File: src/hdl/hpr_pkg.sv
// Shared types and constants of the hashed point registry store.
// Used by every module of the block but hpr_ram; depends on nothing else.
package hpr_pkg;

  localparam int unsigned CAP_W      = 11;
  localparam int unsigned SLOT_W     = 10;
  localparam int unsigned HASH_W     = 15;  // masked hash never exceeds 15 bits
  localparam int unsigned QUEUE_DEPTH = 2;
  localparam int unsigned PADDR_W    = 5;
  localparam int unsigned FMIX_SHIFT = 33;
  localparam logic [63:0] FMIX_C1    = 64'hff51afd7ed558ccd;
  localparam logic [63:0] FMIX_C2    = 64'hc4ceb9fe1a85ec53;

  typedef enum logic [1:0] {
    CMD_REGISTER = 2'd0,
    CMD_FIND     = 2'd1,
    CMD_WRITE    = 2'd2,
    CMD_READ     = 2'd3
  } cmd_e;

  typedef enum logic [1:0] {
    KIND_BINARY   = 2'd0,
    KIND_ANALOG   = 2'd1,
    KIND_SETPOINT = 2'd2,
    KIND_CONTROL  = 2'd3
  } kind_e;

  typedef enum logic [2:0] {
    ST_OK      = 3'd0,
    ST_EXISTS  = 3'd1,
    ST_FULL    = 3'd2,
    ST_MISSING = 3'd3,
    ST_KIND    = 3'd4
  } status_e;

  typedef enum logic [2:0] {
    REG_BINARY_CAP   = 3'd0,
    REG_ANALOG_CAP   = 3'd1,
    REG_SETPOINT_CAP = 3'd2,
    REG_CONTROL_CAP  = 3'd3,
    REG_BUCKET_BITS  = 3'd4
  } reg_idx_e;

  typedef struct packed {
    logic [1:0]  command;
    logic [63:0] key;
    logic [1:0]  point_kind;
    logic [31:0] point_value;
    logic [63:0] stamp;
    logic [7:0]  quality_in;
  } req_t;

  typedef struct packed {
    logic [2:0]  status;
    logic [1:0]  kind_out;
    logic [9:0]  slot_out;
    logic [31:0] value_out;
    logic [63:0] stamp_out;
    logic [7:0]  quality_out;
  } rsp_t;

  typedef struct packed {
    req_t              req;
    logic [HASH_W-1:0] bucket;
  } item_t;

  typedef struct packed {
    logic [3:0][CAP_W-1:0] capacity;
    logic [3:0]            bucket_bits;
  } cfg_t;

  typedef struct packed {
    logic clearing;
  } back_stat_t;

endpackage

File: src/hdl/hpr_queue.sv
// Short item queue between the hashing front and the chain-walking back.
// Uses hpr_pkg for the item type and depth.
module hpr_queue (
  input  logic          clk_i,
  input  logic          rst_ni,
  input  logic          push_i,
  input  hpr_pkg::item_t push_item_i,
  output logic          full_o,
  input  logic          pop_i,
  output hpr_pkg::item_t head_o,
  output logic          empty_o
);
  localparam int unsigned Depth = hpr_pkg::QUEUE_DEPTH;
  localparam int unsigned PtrW  = (Depth > 1) ? $clog2(Depth) : 1;
  localparam int unsigned CntW  = $clog2(Depth + 1);

  hpr_pkg::item_t slots_q [Depth];
  logic [PtrW-1:0] wptr_q, rptr_q;
  logic [CntW-1:0] count_q;

  assign full_o  = (count_q == CntW'(Depth));
  assign empty_o = (count_q == '0);
  assign head_o  = slots_q[rptr_q];

  always_ff @(posedge clk_i) begin
    if (push_i && !full_o) begin
      slots_q[wptr_q] <= push_item_i;
    end
  end

  always_ff @(posedge clk_i or negedge rst_ni) begin
    if (!rst_ni) begin
      wptr_q  <= '0;
      rptr_q  <= '0;
      count_q <= '0;
    end else begin
      if (push_i && !full_o) begin
        wptr_q <= (wptr_q == PtrW'(Depth - 1)) ? '0 : wptr_q + 1'b1;
      end
      if (pop_i && !empty_o) begin
        rptr_q <= (rptr_q == PtrW'(Depth - 1)) ? '0 : rptr_q + 1'b1;
      end
      count_q <= count_q + CntW'(push_i && !full_o) - CntW'(pop_i && !empty_o);
    end
  end
endmodule

File: config.mk
export PLATFORM = sky130hd
export DESIGN_NAME = hpr_queue
export DESIGN_NICKNAME = d
export VERILOG_FILES = /design/src/hdl/hpr_pkg.sv /design/src/hdl/hpr_queue.sv
export SDC_FILE = /design/constraint.sdc
export NUM_CORES = 1
export LEC_CHECK = 0
export ABC_AREA = 0
export BUFFER_PORTS_ARGS = -buffer_cell sky130_fd_sc_hd__buf_2
export CAP_MARGIN = 15
export CORE_ASPECT_RATIO = 0.6
export CORE_MARGIN = 4
export CORE_UTILIZATION = 56
export DETAILED_ROUTE_END_ITERATION = 12
export GPL_TIMING_DRIVEN = 0
export PLACE_DENSITY = 0.93
export SLEW_MARGIN = 20
export SYNTH_ARGS = -nofsm -noshare
export SYNTH_HDL_FRONTEND = slang
export SYNTH_SLANG_ARGS = --single-unit
File: constraint.sdc
create_clock -name clk_i -period 22.2 [get_ports clk_i]
set_clock_uncertainty 0.15 [all_clocks]
set_input_delay 4.44 -clock clk_i [delete_from_list [all_inputs] [get_ports clk_i]]
set_output_delay 4.44 -clock clk_i [all_outputs]
set_load 0.005 [all_outputs]
# Yosys cells after proc, flatten, opt, wreduce, memory -nomap -nowiden
# Memory sizes are Yosys's and may differ from the RTL's.
# Index checks and enable logic that the tools add are counted.
# totals
latchBits	0
ff_bits	4
mem_count	1
output_inout_bits	189
mem_bits_rw	374
input_bits	191
romBits	0
word_cells	18
# mem_list
name	words	width	read_ports	rd_clocked_by_memory_dff	wr	line_no	source
slots_q	2	187	1	0	1	hpr_queue.sv:17	hpr_pkg::item_t slots_q [Depth];
# classes
shift	0
n_mul	0
n_addsub	4
bitwise	0
n_eq_ne	1
n_lt_le_gt_ge	0
n_reduce_logical	5
mux	4
div_mod_pow	0
# op_table
operator	n
2-to-1 mux 1 bit	4
adder 1 bit, second input constant	2
adder 2 x 1 -> 2 bit	1
equality test 2 bit, second input constant	1
logical AND 1 bit	2
zero test 1 bit	2
zero test 2 bit	1
subtractor 2 x 1 -> 2 bit	1

# Logic depth before layout (Yosys ltp)
# depth
ltp_word	5
depth_mapped	7

# Worst setup path before layout
# No wires, ideal clock.
# synth_path
kind	in2reg
from	input port push_i
to	memory slots_q[0][0] (netlist bit), enable pin
path_buffers	0
arrival_ps	12288
setup_time_ps	737
path_slack_ps	9025
path_stages	2
cell_sequence	nand2_1 > nor2_1
# synth_via
elab_chain_cells	3
# synth_rtl
item	line_no	source
start: declaration	hpr_queue.sv:6	input logic push_i,
logical AND 1 bit	hpr_queue.sv:26	if (push_i && !full_o) begin
2-to-1 mux 1 bit	hpr_queue.sv:26	
2-to-1 mux 1 bit (implied by the code)	hpr_queue.sv:27	slots_q[wptr_q] <= push_item_i;
end: declaration	hpr_queue.sv:17	
# Every way passes these cells.

==> out/metrics.yaml <==
place:
  gp_congestion: 0.7742
  dp.cells: 1312
  io_buffers: 379
  hpwl_mm: 22.31
yosys:
  syn_nets: 793
  yosysUniqueCellTypes: 15
  ys_seq_area_frac: 0.8029
  synth_top_area_frac: 0.7958
  synth_area_mm2: 0.01411
  yosys_warnings: 0
  yosys-top-cells-area: "edfxtp_1, mux2_4, mux2_2"
  synth-seq-cells: 378
  yosys.area.top_type: "edfxtp_1"
  synthCells: 600
  avgSynthCellArea_um2: 23.52
clock_network:
  numClockSinks: 378
  clk_path_buf_depth: 3
  tritoncts: "done"
  cts_buffers: 35
  root_buffer: "clkbuf_16"
  clk-insertion-delay-late_ns: 0.50
  cts_setup_buffers: 0
  cts_max_level: 2
  hold_buffers: 0
  post_cts_resized: 0
  path_clk_slew_ns: 0.06
run_status:
  status: "complete, no violations"
drt:
  wl_per_cell_um: 23.35
  viasPerCell: 5.304
  firstDrtPassIters: 5
  wl_mm: 32.16
  ant_nets: 0
  drtIter0Drc: 632
  num_vias: 7304
  drc: 0
grt:
  antenna_found_initial: 11
  grt_pass1_vias: 7701
  grtUsageTotal: 0.2204
  grt-ovfl-total: 0
  grt_pass1_wl_mm: 45.70
  grt_max_degree: 55
power:
  cellLeakagePower_nw: 7.027
  powerDensity_mw_per_mm2: 133.2
  ir_drop_mv: 0.08157
timing:
  holdWs_ns: 0.3714
  finalSetupViolations: 0
  hold_viol_final: 0
  totalNegativeSetupSlack_ns: 0
  fmax_mhz: 154.5
  relSlewSlack: 0.5725
  final.period_utilization: 0.2916
  finalCriticalPeriod_ns: 6.473
  final_max_slew_viol_count: 0
  worstMarginPinSlew_ns: 0.6412
  rsz0062_at_grt: "false"
min_path:
  hp-start: "count_q[1]"
  hold_class: "reg2reg"
critical_path:
  max_stage_delay_ns: 0.34
  cp.arrival_ns: 1.88
  cp-start-kind: "flip-flop"
  r2r-start: "count_q[0]"
  cpMaxStageDelayCell: "dfrtp_1"
  cp.required_ns: 17.61
  cp_common_cell: "buf_6"
  critPathLaunch: "rptr_q"
  crit_chain: "buf_6 -> buf_6 -> buf_6 -> mux2_4 -> buf_2"
  cp-end-kind: "primary output"
  r2r_setup_slack_ns: 19.55
  cp_max_fo: 10
  setup.worst_path.class: "reg2out"
final_layout:
  nets: 1220
  final_cell_count_no_fill: 1377
  drive_gt1_frac: 0.6187
  areaGrowthSynthToFinish_pct: 26.65
floorplanning:
  core-area_mm2: 0.02450
  start_util: 0.5760
  die-area_mm2: 0.02789
  die_y_um: 131.0
  row_count: 44
  io_pins: 380
  die_w_um: 212.9
job:
  drv_cap: 0
[cells in the mapped netlist]
cell	n
and3_1	1
buf_2	6
buf_6	15
dfrtp_1	4
edfxtp_1	374
ha_1	2
inv_1	2
mux2_2	86
mux2_4	101
nand2_1	1
nand2b_1	1
nor2_1	2
nor2b_1	1
xnor2_1	3
xor2_1	1
[registers in the layout (all words and copies together), names as in the netlist]
signal	count
count_q	2
rptr_q	1
slots_q	374
wptr_q	1
[final timing paths]
| path | cells after the start | endpoint |
|---|---|---|
| setup / recovery | 5 | head_o[103] |
| hold / removal | 1 | count_q[1] |
| setup reg to reg | 8 | slots_q[0][109] |
| hold reg to reg | 1 | count_q[1] |
| max in group asynchronous | 1 | wptr_q |
| min in group asynchronous | 1 | rptr_q |
[per-stage QoR]
stage                     worst slack (ns)  total power [mW]    util  cell area, um2
final                                15.73             2.380  0.7296           17870
after global routing                 15.63             2.486  0.7295           17870
after CTS                            15.65             2.403  0.7290           17860
after detailed placement             15.59             1.781  0.6816           16700
after global placement               5.184             1.781  0.6699           16410
after floorplan                      9.025             1.495       -           14110
[power by group]
part	internal [mW]	leakage [nW]	total [mW]	switching [mW]
clock	0.363	0.561	0.613	0.250
sequential	0.974	3.52	1.02	0.0415
combinational	0.389	2.95	0.752	0.363
total	1.73	7.03	2.38	0.654
[cell families (layout without fill, tap and decap cells)]
logic type | Yosys count | in the layout | synth area share
adders and majority gates | 2 | 2 | 0.001773
and+or+nand+nor | 6 | 6 | 0.002129
buffers and inverters | 23 | 472 | 0.01463
muxes | 187 | 187 | 0.1761
xor gates and xnor gates | 4 | 4 | 0.002483
other | 0 | 6 | 0
DFF | 378 | 378 | 0.8029
[layout by cell type, fill, tap and decap left out, drive strengths merged]
cell type  count
mux2         187
ha             2
clkinvlp       2
nand2          1
buf          411
and3           1
nor2b          1
clkinv         6
clkbuf        44
xnor2          3
edfxtp       374
inv            4
xor2           1
nand2b         1
bufinv         5
nor2           2
diode          6
dfrtp          4
[critical path: cells and delay by family, from the launching register on]
kind                   cells  cell delay [ns]
buffers and inverters      4             0.72
DFF                        1             0.34
muxes                      1             0.31
[metal layers]
layer,vias to the layer above,GRT usage,wire length (um)
met5,-,0,82
li1,3254,-,-
met3,55,0.07802,3370
met2,367,0.3879,16470
met4,12,0.05526,571
met1,3616,0.2642,11660
[final cells by class]
class,instances,area (um2)
Antenna cell,6,15.01
Inverter,2,7.507
Timing Repair Buffer,390,2170
Multi-Input combinational cell,199,2587
Sequential cell,378,11330
Buffer,21,198.9
Tap cell,322,402.9
Clock buffer,44,952.2
Fill cell,1366,6625
Clock inverter,15,209.0
No activity file was read; power rests on OpenSTA's default activity.
