$ cat config.mk
export PLATFORM = sky130hd
export DESIGN_NAME = hpr_front
export DESIGN_NICKNAME = d
export VERILOG_FILES = /design/src/hdl/hpr_pkg.sv /design/src/hdl/hpr_front.sv
export SDC_FILE = /design/constraint.sdc
export NUM_CORES = 2
export LEC_CHECK = 0
export BUFFER_PORTS_ARGS = -buffer_cell sky130_fd_sc_hd__clkbuf_2
export CAP_MARGIN = 20
export CORE_MARGIN = 1.5
export CORE_UTILIZATION = 40
export CTS_CLUSTER_SIZE = 20
export DETAILED_ROUTE_END_ITERATION = 12
export PLACE_DENSITY = 0.64
export SLEW_MARGIN = 15
export SYNTH_ARGS = -nofsm -noshare
export SYNTH_HDL_FRONTEND = slang
export SYNTH_SLANG_ARGS = --single-unit
$ cat constraint.sdc
create_clock -name clk_i -period 19.9 [get_ports clk_i]
set_input_delay 2.985 -clock clk_i [delete_from_list [all_inputs] [get_ports clk_i]]
set_output_delay 2.985 -clock clk_i [all_outputs]
set_load 0.05 [all_outputs]
$ cat src/hdl/hpr_pkg.sv
// Shared types and constants of the hashed point registry store.
// Used by every module of the block but hpr_ram; depends on nothing else.
package hpr_pkg;

  localparam int unsigned CAP_W      = 11;
  localparam int unsigned SLOT_W     = 10;
  localparam int unsigned HASH_W     = 15;  // masked hash never exceeds 15 bits
  localparam int unsigned QUEUE_DEPTH = 2;
  localparam int unsigned PADDR_W    = 5;
  localparam int unsigned FMIX_SHIFT = 33;
  localparam logic [63:0] FMIX_C1    = 64'hff51afd7ed558ccd;
  localparam logic [63:0] FMIX_C2    = 64'hc4ceb9fe1a85ec53;

  typedef enum logic [1:0] {
    CMD_REGISTER = 2'd0,
    CMD_FIND     = 2'd1,
    CMD_WRITE    = 2'd2,
    CMD_READ     = 2'd3
  } cmd_e;

  typedef enum logic [1:0] {
    KIND_BINARY   = 2'd0,
    KIND_ANALOG   = 2'd1,
    KIND_SETPOINT = 2'd2,
    KIND_CONTROL  = 2'd3
  } kind_e;

  typedef enum logic [2:0] {
    ST_OK      = 3'd0,
    ST_EXISTS  = 3'd1,
    ST_FULL    = 3'd2,
    ST_MISSING = 3'd3,
    ST_KIND    = 3'd4
  } status_e;

  typedef enum logic [2:0] {
    REG_BINARY_CAP   = 3'd0,
    REG_ANALOG_CAP   = 3'd1,
    REG_SETPOINT_CAP = 3'd2,
    REG_CONTROL_CAP  = 3'd3,
    REG_BUCKET_BITS  = 3'd4
  } reg_idx_e;

  typedef struct packed {
    logic [1:0]  command;
    logic [63:0] key;
    logic [1:0]  point_kind;
    logic [31:0] point_value;
    logic [63:0] stamp;
    logic [7:0]  quality_in;
  } req_t;

  typedef struct packed {
    logic [2:0]  status;
    logic [1:0]  kind_out;
    logic [9:0]  slot_out;
    logic [31:0] value_out;
    logic [63:0] stamp_out;
    logic [7:0]  quality_out;
  } rsp_t;

  typedef struct packed {
    req_t              req;
    logic [HASH_W-1:0] bucket;
  } item_t;

  typedef struct packed {
    logic [3:0][CAP_W-1:0] capacity;
    logic [3:0]            bucket_bits;
  } cfg_t;

  typedef struct packed {
    logic clearing;
  } back_stat_t;

endpackage

$ cat src/hdl/hpr_front.sv
// Front end: accepts commands, hashes the key (murmur3 64-bit finalizer) on
// one shared 32x32 multiplier, reduces it to a bucket and queues the item.
// Uses hpr_pkg.
module hpr_front #(
  parameter int unsigned BUCKET_DEPTH = 2048
) (
  input  logic                clk_i,
  input  logic                rst_ni,
  input  logic                start_i,
  input  hpr_pkg::req_t       req_i,
  output logic                busy_o,
  input  logic [3:0]          bucket_bits_i,
  input  hpr_pkg::back_stat_t back_stat_i,
  output logic                push_o,
  output hpr_pkg::item_t      push_item_o,
  input  logic                full_i
);
  localparam int unsigned HW = hpr_pkg::HASH_W;
  localparam logic [63:0] RecipL = 64'h1_0000_0000 / 64'(BUCKET_DEPTH);
  localparam logic [31:0] Recip  = RecipL[31:0];
  localparam logic [31:0] DepthW = 32'(BUCKET_DEPTH);

  typedef enum logic [4:0] {
    F_IDLE  = 5'b00001,
    F_MUL   = 5'b00010,
    F_MOD_Q = 5'b00100,
    F_MOD_R = 5'b01000,
    F_PUSH  = 5'b10000
  } fstate_e;

  fstate_e         state_q, state_d;
  hpr_pkg::req_t   item_q, item_d;
  logic [63:0]     acc_q, acc_d, p0_q, p0_d;
  logic [31:0]     cross_q, cross_d;
  logic [1:0]      mstep_q, mstep_d;
  logic            round_q, round_d;
  logic [HW-1:0]   xm_q, xm_d, quo_q, quo_d, rem_q, rem_d;

  logic [31:0]     mul_a, mul_b;
  logic [63:0]     prod, full_prod, mixed, konst;
  logic [HW-1:0]   mask, xmask;
  logic [31:0]     rem_ext, bucket_w;
  logic            accept;

  assign konst     = round_q ? hpr_pkg::FMIX_C2 : hpr_pkg::FMIX_C1;
  assign prod      = mul_a * mul_b;
  assign full_prod = p0_q + {cross_q, 32'h0};
  assign mixed     = full_prod ^ (full_prod >> hpr_pkg::FMIX_SHIFT);
  assign mask      = HW'((32'd1 << bucket_bits_i) - 32'd1);
  assign xmask     = acc_q[HW-1:0] & mask;
  assign rem_ext   = {{(32 - HW){1'b0}}, rem_q};
  assign bucket_w  = (rem_ext >= DepthW) ? rem_ext - DepthW : rem_ext;

  assign accept = start_i && (state_q == F_IDLE) && !back_stat_i.clearing;
  assign busy_o = (state_q != F_IDLE) || back_stat_i.clearing;

  assign push_item_o.req    = item_q;
  assign push_item_o.bucket = bucket_w[HW-1:0];
  assign push_o             = (state_q == F_PUSH) && !full_i;

  always_comb begin
    mul_a = '0;
    mul_b = '0;
    unique case (state_q)
      F_MUL: begin
        case (mstep_q)
          2'd0: begin
            mul_a = acc_q[31:0];
            mul_b = konst[31:0];
          end
          2'd1: begin
            mul_a = acc_q[63:32];
            mul_b = konst[31:0];
          end
          2'd2: begin
            mul_a = acc_q[31:0];
            mul_b = konst[63:32];
          end
          default: begin
            mul_a = '0;
            mul_b = '0;
          end
        endcase
      end
      F_MOD_Q: begin
        mul_a = {{(32 - HW){1'b0}}, xmask};
        mul_b = Recip;
      end
      F_MOD_R: begin
        mul_a = {{(32 - HW){1'b0}}, quo_q};
        mul_b = DepthW;
      end
      default: begin
        mul_a = '0;
        mul_b = '0;
      end
    endcase
  end

  always_comb begin
    state_d = state_q;
    item_d  = item_q;
    acc_d   = acc_q;
    p0_d    = p0_q;
    cross_d = cross_q;
    mstep_d = mstep_q;
    round_d = round_q;
    xm_d    = xm_q;
    quo_d   = quo_q;
    rem_d   = rem_q;
    unique case (state_q)
      F_IDLE: begin
        if (accept) begin
          item_d  = req_i;
          acc_d   = req_i.key ^ (req_i.key >> hpr_pkg::FMIX_SHIFT);
          mstep_d = '0;
          round_d = 1'b0;
          state_d = F_MUL;
        end
      end
      F_MUL: begin
        mstep_d = mstep_q + 2'd1;
        case (mstep_q)
          2'd0: p0_d = prod;
          2'd1: cross_d = prod[31:0];
          2'd2: cross_d = cross_q + prod[31:0];
          default: begin
            // low 64 bits of the product are complete; mix and go on
            acc_d = mixed;
            if (round_q) begin
              state_d = F_MOD_Q;
            end else begin
              round_d = 1'b1;
            end
          end
        endcase
      end
      F_MOD_Q: begin
        xm_d    = xmask;
        quo_d   = prod[32 +: HW];
        state_d = F_MOD_R;
      end
      F_MOD_R: begin
        // quotient estimate is low by at most one: remainder stays below 2*depth
        rem_d   = xm_q - prod[HW-1:0];
        state_d = F_PUSH;
      end
      F_PUSH: begin
        if (!full_i) begin
          state_d = F_IDLE;
        end
      end
      default: state_d = F_IDLE;
    endcase
  end

  always_ff @(posedge clk_i) begin
    item_q  <= item_d;
    acc_q   <= acc_d;
    p0_q    <= p0_d;
    cross_q <= cross_d;
    xm_q    <= xm_d;
    quo_q   <= quo_d;
    rem_q   <= rem_d;
  end

  always_ff @(posedge clk_i or negedge rst_ni) begin
    if (!rst_ni) begin
      state_q <= F_IDLE;
      mstep_q <= '0;
      round_q <= 1'b0;
    end else begin
      state_q <= state_d;
      mstep_q <= mstep_d;
      round_q <= round_d;
    end
  end
endmodule

* Word-level counts from Yosys, hierarchy flattened
Index checks and enable logic that the tools add are counted.
** Storage, ports and cells
- Register bits :: 385
- Logic and storage cells :: 77
** Operators by class
- Add/sub/neg operators :: 6
- Multiply operators :: 1
- Magnitude comparators :: 1
- Equal/unequal tests :: 12
- Shifts and indexed selects :: 1
- Muxes and demuxes :: 20
- Bitwise operators :: 3
- Reductions and logical operators :: 18
** Operator list (number)
- case mux 32 bit (2 select lines) :: 3
- case mux 32 bit (3 select lines) :: 2
- two-way mux 64 bit :: 2
- case mux 64 bit (2 select lines) :: 1
- XOR 64 x 31 -> 64 bit :: 2
- adder 64 bit :: 1
- multiplier 32 x 32 -> 64 bit :: 1
- two-way mux 62 bit :: 1
- adder 32 bit :: 1
- case mux 5 bit (5 select lines) :: 1
- two-way mux 5 bit :: 4
- bitwise AND 15 bit :: 1
- greater-or-equal comparator 15 x 12 -> 1 bit, second input constant :: 1
- two-way mux 15 bit :: 1
- << shifter 1 x 4 -> 15 bit, first input constant :: 1
- subtractor 15 x 1 -> 15 bit, second input constant :: 1
- subtractor 15 x 12 -> 15 bit, second input constant :: 1
- subtractor 15 bit :: 1
- inequality test 2 bit, second input constant :: 4
- AND reduction 2 bit :: 4
- == test 5 x 1 -> 1 bit, second input constant :: 1
- == test 5 x 2 -> 1 bit, second input constant :: 1
- == test 5 x 3 -> 1 bit, second input constant :: 1
- == test 5 x 4 -> 1 bit, second input constant :: 1
- other kinds (18) :: 24

* Depth between registers and ports, before layout
- Depth in word-level cells :: 7
- Mapped depth :: 45

* Worst setup path after synthesis
OpenSTA, ideal clock, no wires.
- Path kind :: input-to-reg
- Start point :: input back_stat_i
- End point :: register acc_q[0], enable pin
- Data arrival time :: 14.214 ns
- Required time :: 19.415 ns
- Setup slack :: 5.201 ns
- Stages on the path :: 4
- Path buffers :: 0
- Cell sequence :: or2_2 > nor2_1 > nor2_1 > nor2_1
** Between the ends
- Cells in the longest elaborated chain, start to end :: 4
** RTL lines
- from (decl) :: line hpr_front.sv:13 : input hpr_pkg::back_stat_t back_stat_i,
- logical NOT 1 bit :: line hpr_front.sv:54 : assign accept = start_i && (state_q == F_IDLE) && !back_stat_i.clearing;
- logical AND 1 bit :: line hpr_front.sv:54
- inequality test 2 bit (no source line)
- AND reduction 3 bit (no source line)
- to (signal assigned) :: line hpr_front.sv:159 : acc_q <= acc_d;
- to (decl) :: line hpr_front.sv:33 : logic [63:0] acc_q, acc_d, p0_q, p0_d;
Every way passes these cells.
A chain may end at the register's enable or synchronous reset.

* Final worst setup path
- Start point :: input bucket_bits_i[1]
- End point :: register cross_q[31] (data pin)
** Between the ends
- Cells in the longest elaborated chain, start to end :: 7
** RTL lines
- from (decl) :: line hpr_front.sv:12 : input logic [3:0] bucket_bits_i,
- << shifter 1 x 4 -> 15 bit :: line hpr_front.sv:49 : assign mask = HW'((32'd1 << bucket_bits_i) - 32'd1);
- subtractor 15 x 1 -> 15 bit :: line hpr_front.sv:49
- bitwise AND 15 bit :: line hpr_front.sv:50 : assign xmask = acc_q[HW-1:0] & mask;
- via xmask[10] :: line hpr_front.sv:41 : logic [HW-1:0] mask, xmask;
- case mux 32 bit (3 select lines) :: line hpr_front.sv:64 : unique case (state_q)
- multiplier 32 x 32 -> 64 bit :: line hpr_front.sv:46 : assign prod = mul_a * mul_b;
- via prod[29] :: line hpr_front.sv:40 : logic [63:0] prod, full_prod, mixed, konst;
- adder 32 bit :: line hpr_front.sv:126 : 2'd2: cross_d = cross_q + prod[31:0];
- case mux 32 bit (2 select lines) :: line hpr_front.sv:123 : case (mstep_q)
- to (signal assigned) :: line hpr_front.sv:161 : cross_q <= cross_d;
- to (decl) :: line hpr_front.sv:34 : logic [31:0] cross_q, cross_d;
The timed path passes the listed nets, and every way through them passes these cells.

==> impl.org <==
** Outcome
- Run status :: finished clean

** STA
- The hold violation count in the final report was 0.
- Share of the clock period used by the worst path :: 0.671
- At the pin with the least slew margin, the transition time is 1.21 ns.
- Across the routed clock network, the largest skew measured is 0.0324 ns.
- Setup repair after global routing left no endpoint under its margin.
- Headroom to the max-slew limit :: 0.187
- Shortest period the worst path allows :: 13.36 ns
- Based on the critical path, the design can be clocked at up to 74.8 MHz.
- The final-report max-slew violation count was 0.
- Sum of negative setup slack :: 0 ns
- Setup Viol. Count Final :: 0

** Final layout
- Most common cell after layout, fill and taps aside :: inv_1
- Most used cells in the layout excluding fill and tap cells :: 1043 x inv_1, 893 x fa_1, 408 x nand2_1, 377 x edfxtp_1, 369 x clkbuf_2
- Fill cells in the final layout number 11500.
- Compared with the post-synthesis result, the final layout area differs by 10.3%.
- Fraction of final layout cells with drive strength greater than 1 :: 0.104
- # nets final :: 6307

** Synthesis
- Of the total synthesized cell area, the portion taken by XOR and XNOR cells is 0.0355.
- Compound-cell area share of the yosys netlist :: 0.0745
- Mux contribution to synthesized area :: 0.00297
- Main combinational cell family by area after synthesis :: adder cells
- The synthesized netlist contains 86 unique library cells.
- Mapped Area :: 0.0480 mm^2
- Synthesis handed over a netlist of 4530 instances.
- Of the total synthesized cell area, the portion taken by AND, OR, NAND and NOR gates is 0.0896.
- Share of async-settable or async-resettable flops after synthesis :: 0.0208
- Most used DFF post-synth :: edfxtp_1
- For this run, the register share of the synthesized area comes to 0.240.
- Dividing the synthesized area by the synthesized cell count gives 10.6 um^2.
- Flip-flop and latch count after synthesis :: 385
- Yosys mapped a number of flops with a built-in enable equal to 377.
- Yosys warns :: 0
- Of the total synthesized cell area, the portion taken by full adders, half adders and majority gates is 0.465.

** Floorplanning
- For this configuration, the core starts out at a cell density of 0.405.
- Top Ports :: 370
- Total die area :: 0.122 mm^2
- Core region area :: 0.119 mm^2
- From left edge to right edge, the die measures 349 um.
- Die outline height :: 349 um
- After floorplanning, the core was divided into 126 placement rows.

** Route
- In the routed design, unresolved DRC markers number 0.
- Per-cell routed wire length :: 25.0 um
- The routed layout has 34800 vias.
- Count of routing violations after the opening detailed-route iteration :: 3512
- The first detailed-routing pass ran for 5 iterations.
- Ratio of routed vias to standard cells :: 5.36
- The routed design has 163000 um of wire.
- Once detail routing completed, the nets flagged for antenna violations numbered 0.

** Global routing
- The first global-routing pass estimated 238000 um of wire.
- Summed over all layers, the global routing overflow is 0.
- Global Route Usage Sum :: 0.269
- Entering global routing, the biggest net connects 83 pins.
- Antenna violations before repair :: 5
- Via count of the first global-routing pass :: 35800

** Clock network
- Htree depth :: 2
- After clock tree synthesis, the setup repair step added 0 buffers.
- The clock passes through at most 3 buffers.
- Number of gates given a new drive strength after cts :: 0
- In this run, post-CTS hold repair placed 0 buffers.
- Clock latency reported for the late side of the worst-skew pair :: 0.57 ns
- CTS clock-pin slew for the worst setup and hold paths :: 0.07 ns
- The clock net in this run drives a total of 385 sinks.
- The root buffer cell chosen for the clock tree is clkbuf_16.
- TritonCTS built the clock tree.
- TritonCTS created 39 clock buffers.

** Critical path
- The critical path starts at bucket_bits_i[1].
- Among the stages of the critical path, the cell type that occurs most often is fa_1.
- The worst setup path is launched from an input port.
- STA puts the critical path data arrival time at 13.66 ns.
- R2R Path Start :: mstep_q[1]
- Data on the critical path is required at its endpoint by 20.20 ns.
- Element type at the critical path end :: flop
- Setup CP Type :: in2reg
- CP max FO :: 10
- On the critical path, the stage with the largest delay is an instance of mux4_1.
- The largest single stage delay on the critical path is 0.58 ns.

** Flow run
- Number of max-capacitance violations reported :: 0

** Placed design
- IO buf count :: 369
- Gpl congestion :: 1.03
- HPWL after detailed placement :: 142000 um

** Hold path
- Startpoint of the lowest-slack hold path :: p0_q[31]
- The min-delay analysis places its worst path in the category reg2reg.
[per-stage QoR]
| stage | area [um^2] | utilization | hold slack [ns] | std cells | setup slack [ns] |
|---|---|---|---|---|---|
| global placement | 51700 | 0.436 | 0.539 | 6437 | 6.41 |
| finish | 52900 | 0.446 | 0.543 | 6502 | 6.54 |
| CTS | 52900 | 0.446 | 0.547 | 6501 | 6.69 |
| global route | 52900 | 0.446 | 0.564 | 6501 | 6.04 |
| floorplan | 48000 | - | 0.484 | 4545 | 5.20 |
| detailed placement | 51700 | 0.436 | 0.544 | 6437 | 6.14 |
[critical path, delay by kind of cell]
kind,cells,cell delay [ns]
simple gates,8,1.70
compound gates,10,2.36
xor+xnor,1,0.36
fa+ha+maj,11,4.89
mux,1,0.58
buf+inv,8,0.74
[kinds of logic (layout without fill, tap and decap cells)]
| family | count (synthesis) | in the layout |
|---|---|---|
| AOI/OAI and AO/OA | 551 | 551 |
| DFF | 385 | 385 |
| xor gates and xnor gates | 193 | 193 |
| and+or+nand+nor | 979 | 979 |
| muxes | 12 | 12 |
| adders and majority gates | 1248 | 1248 |
| buffers and inverters | 1160 | 1516 |
| other | 2 | 18 |
[sequential cells by signal, indices dropped and copies added, names as in the netlist]
register	cells
xm_q	15
mstep_q	2
push_item_o	172
cross_q	32
acc_q	64
rem_q	15
quo_q	15
p0_q	64
round_q	1
state_q	5
[final timing paths]
| check | endpoint | slack, ns | cells after the start |
|---|---|---|---|
| max in group asynchronous | state_q[0] | 17.41 | 1 |
| hold reg to reg | acc_q[31] | 0.54 | 2 |
| setup reg to reg | cross_q[30] | 7.67 | 39 |
| hold / removal | acc_q[31] | 0.54 | 2 |
| setup / recovery | cross_q[31] | 6.54 | 39 |
| min in group asynchronous | round_q | 2.25 | 1 |
[metal layers]
| metal | global-route usage | up-vias | wire length [um] |
|---|---|---|---|
| met5 | 0 | - | 0 |
| met4 | 0.133 | 0 | 9750 |
| met3 | 0.0367 | 343 | 13900 |
| met2 | 0.415 | 1740 | 73000 |
| met1 | 0.375 | 17800 | 66100 |
| li1 | - | 14900 | - |
[cell type report]
| class | instances | area (um^2) | share of cell area |
|---|---|---|---|
| Sequential cell | 385 | 11500 | 0.218 |
| Clock inverter | 18 | 148 | 0.00279 |
| Tap cell | 1600 | 2000 | 0.0378 |
| Multi-Input combinational cell | 3000 | 32100 | 0.608 |
| Antenna cell | 1 | 2.50 | 0.0000473 |
| Inverter | 1046 | 3930 | 0.0742 |
| Timing Repair Buffer | 406 | 2120 | 0.0402 |
| Clock buffer | 46 | 1020 | 0.0193 |
[cells in the mapped netlist, types with 15 or more instances]
cell type,count,area share
nor2b_1,28,0.0037
a21o_1,73,0.011
nand2_1,408,0.032
edfxtp_1,377,0.24
clkbuf_1,92,0.0072
and2_1,23,0.0030
a31oi_1,18,0.0023
a22oi_1,32,0.0050
nor2_1,317,0.025
or2_2,15,0.0020
a21oi_1,136,0.014
o21a_1,23,0.0036
and3_1,19,0.0025
nor3_1,33,0.0034
o21ai_0,121,0.013
xnor2_1,112,0.020
or3_1,21,0.0027
o21bai_1,20,0.0031
o21ai_1,17,0.0018
nand2b_1,23,0.0030
a22o_1,18,0.0033
ha_1,355,0.093
inv_1,1043,0.082
xor2_1,80,0.015
nand3_1,32,0.0033
fa_1,893,0.37
nand4_1,22,0.0029
Power is left out: the tool's default activity adds up to more than one toggle a clock period on the data nets, which glitch-free logic cannot reach.
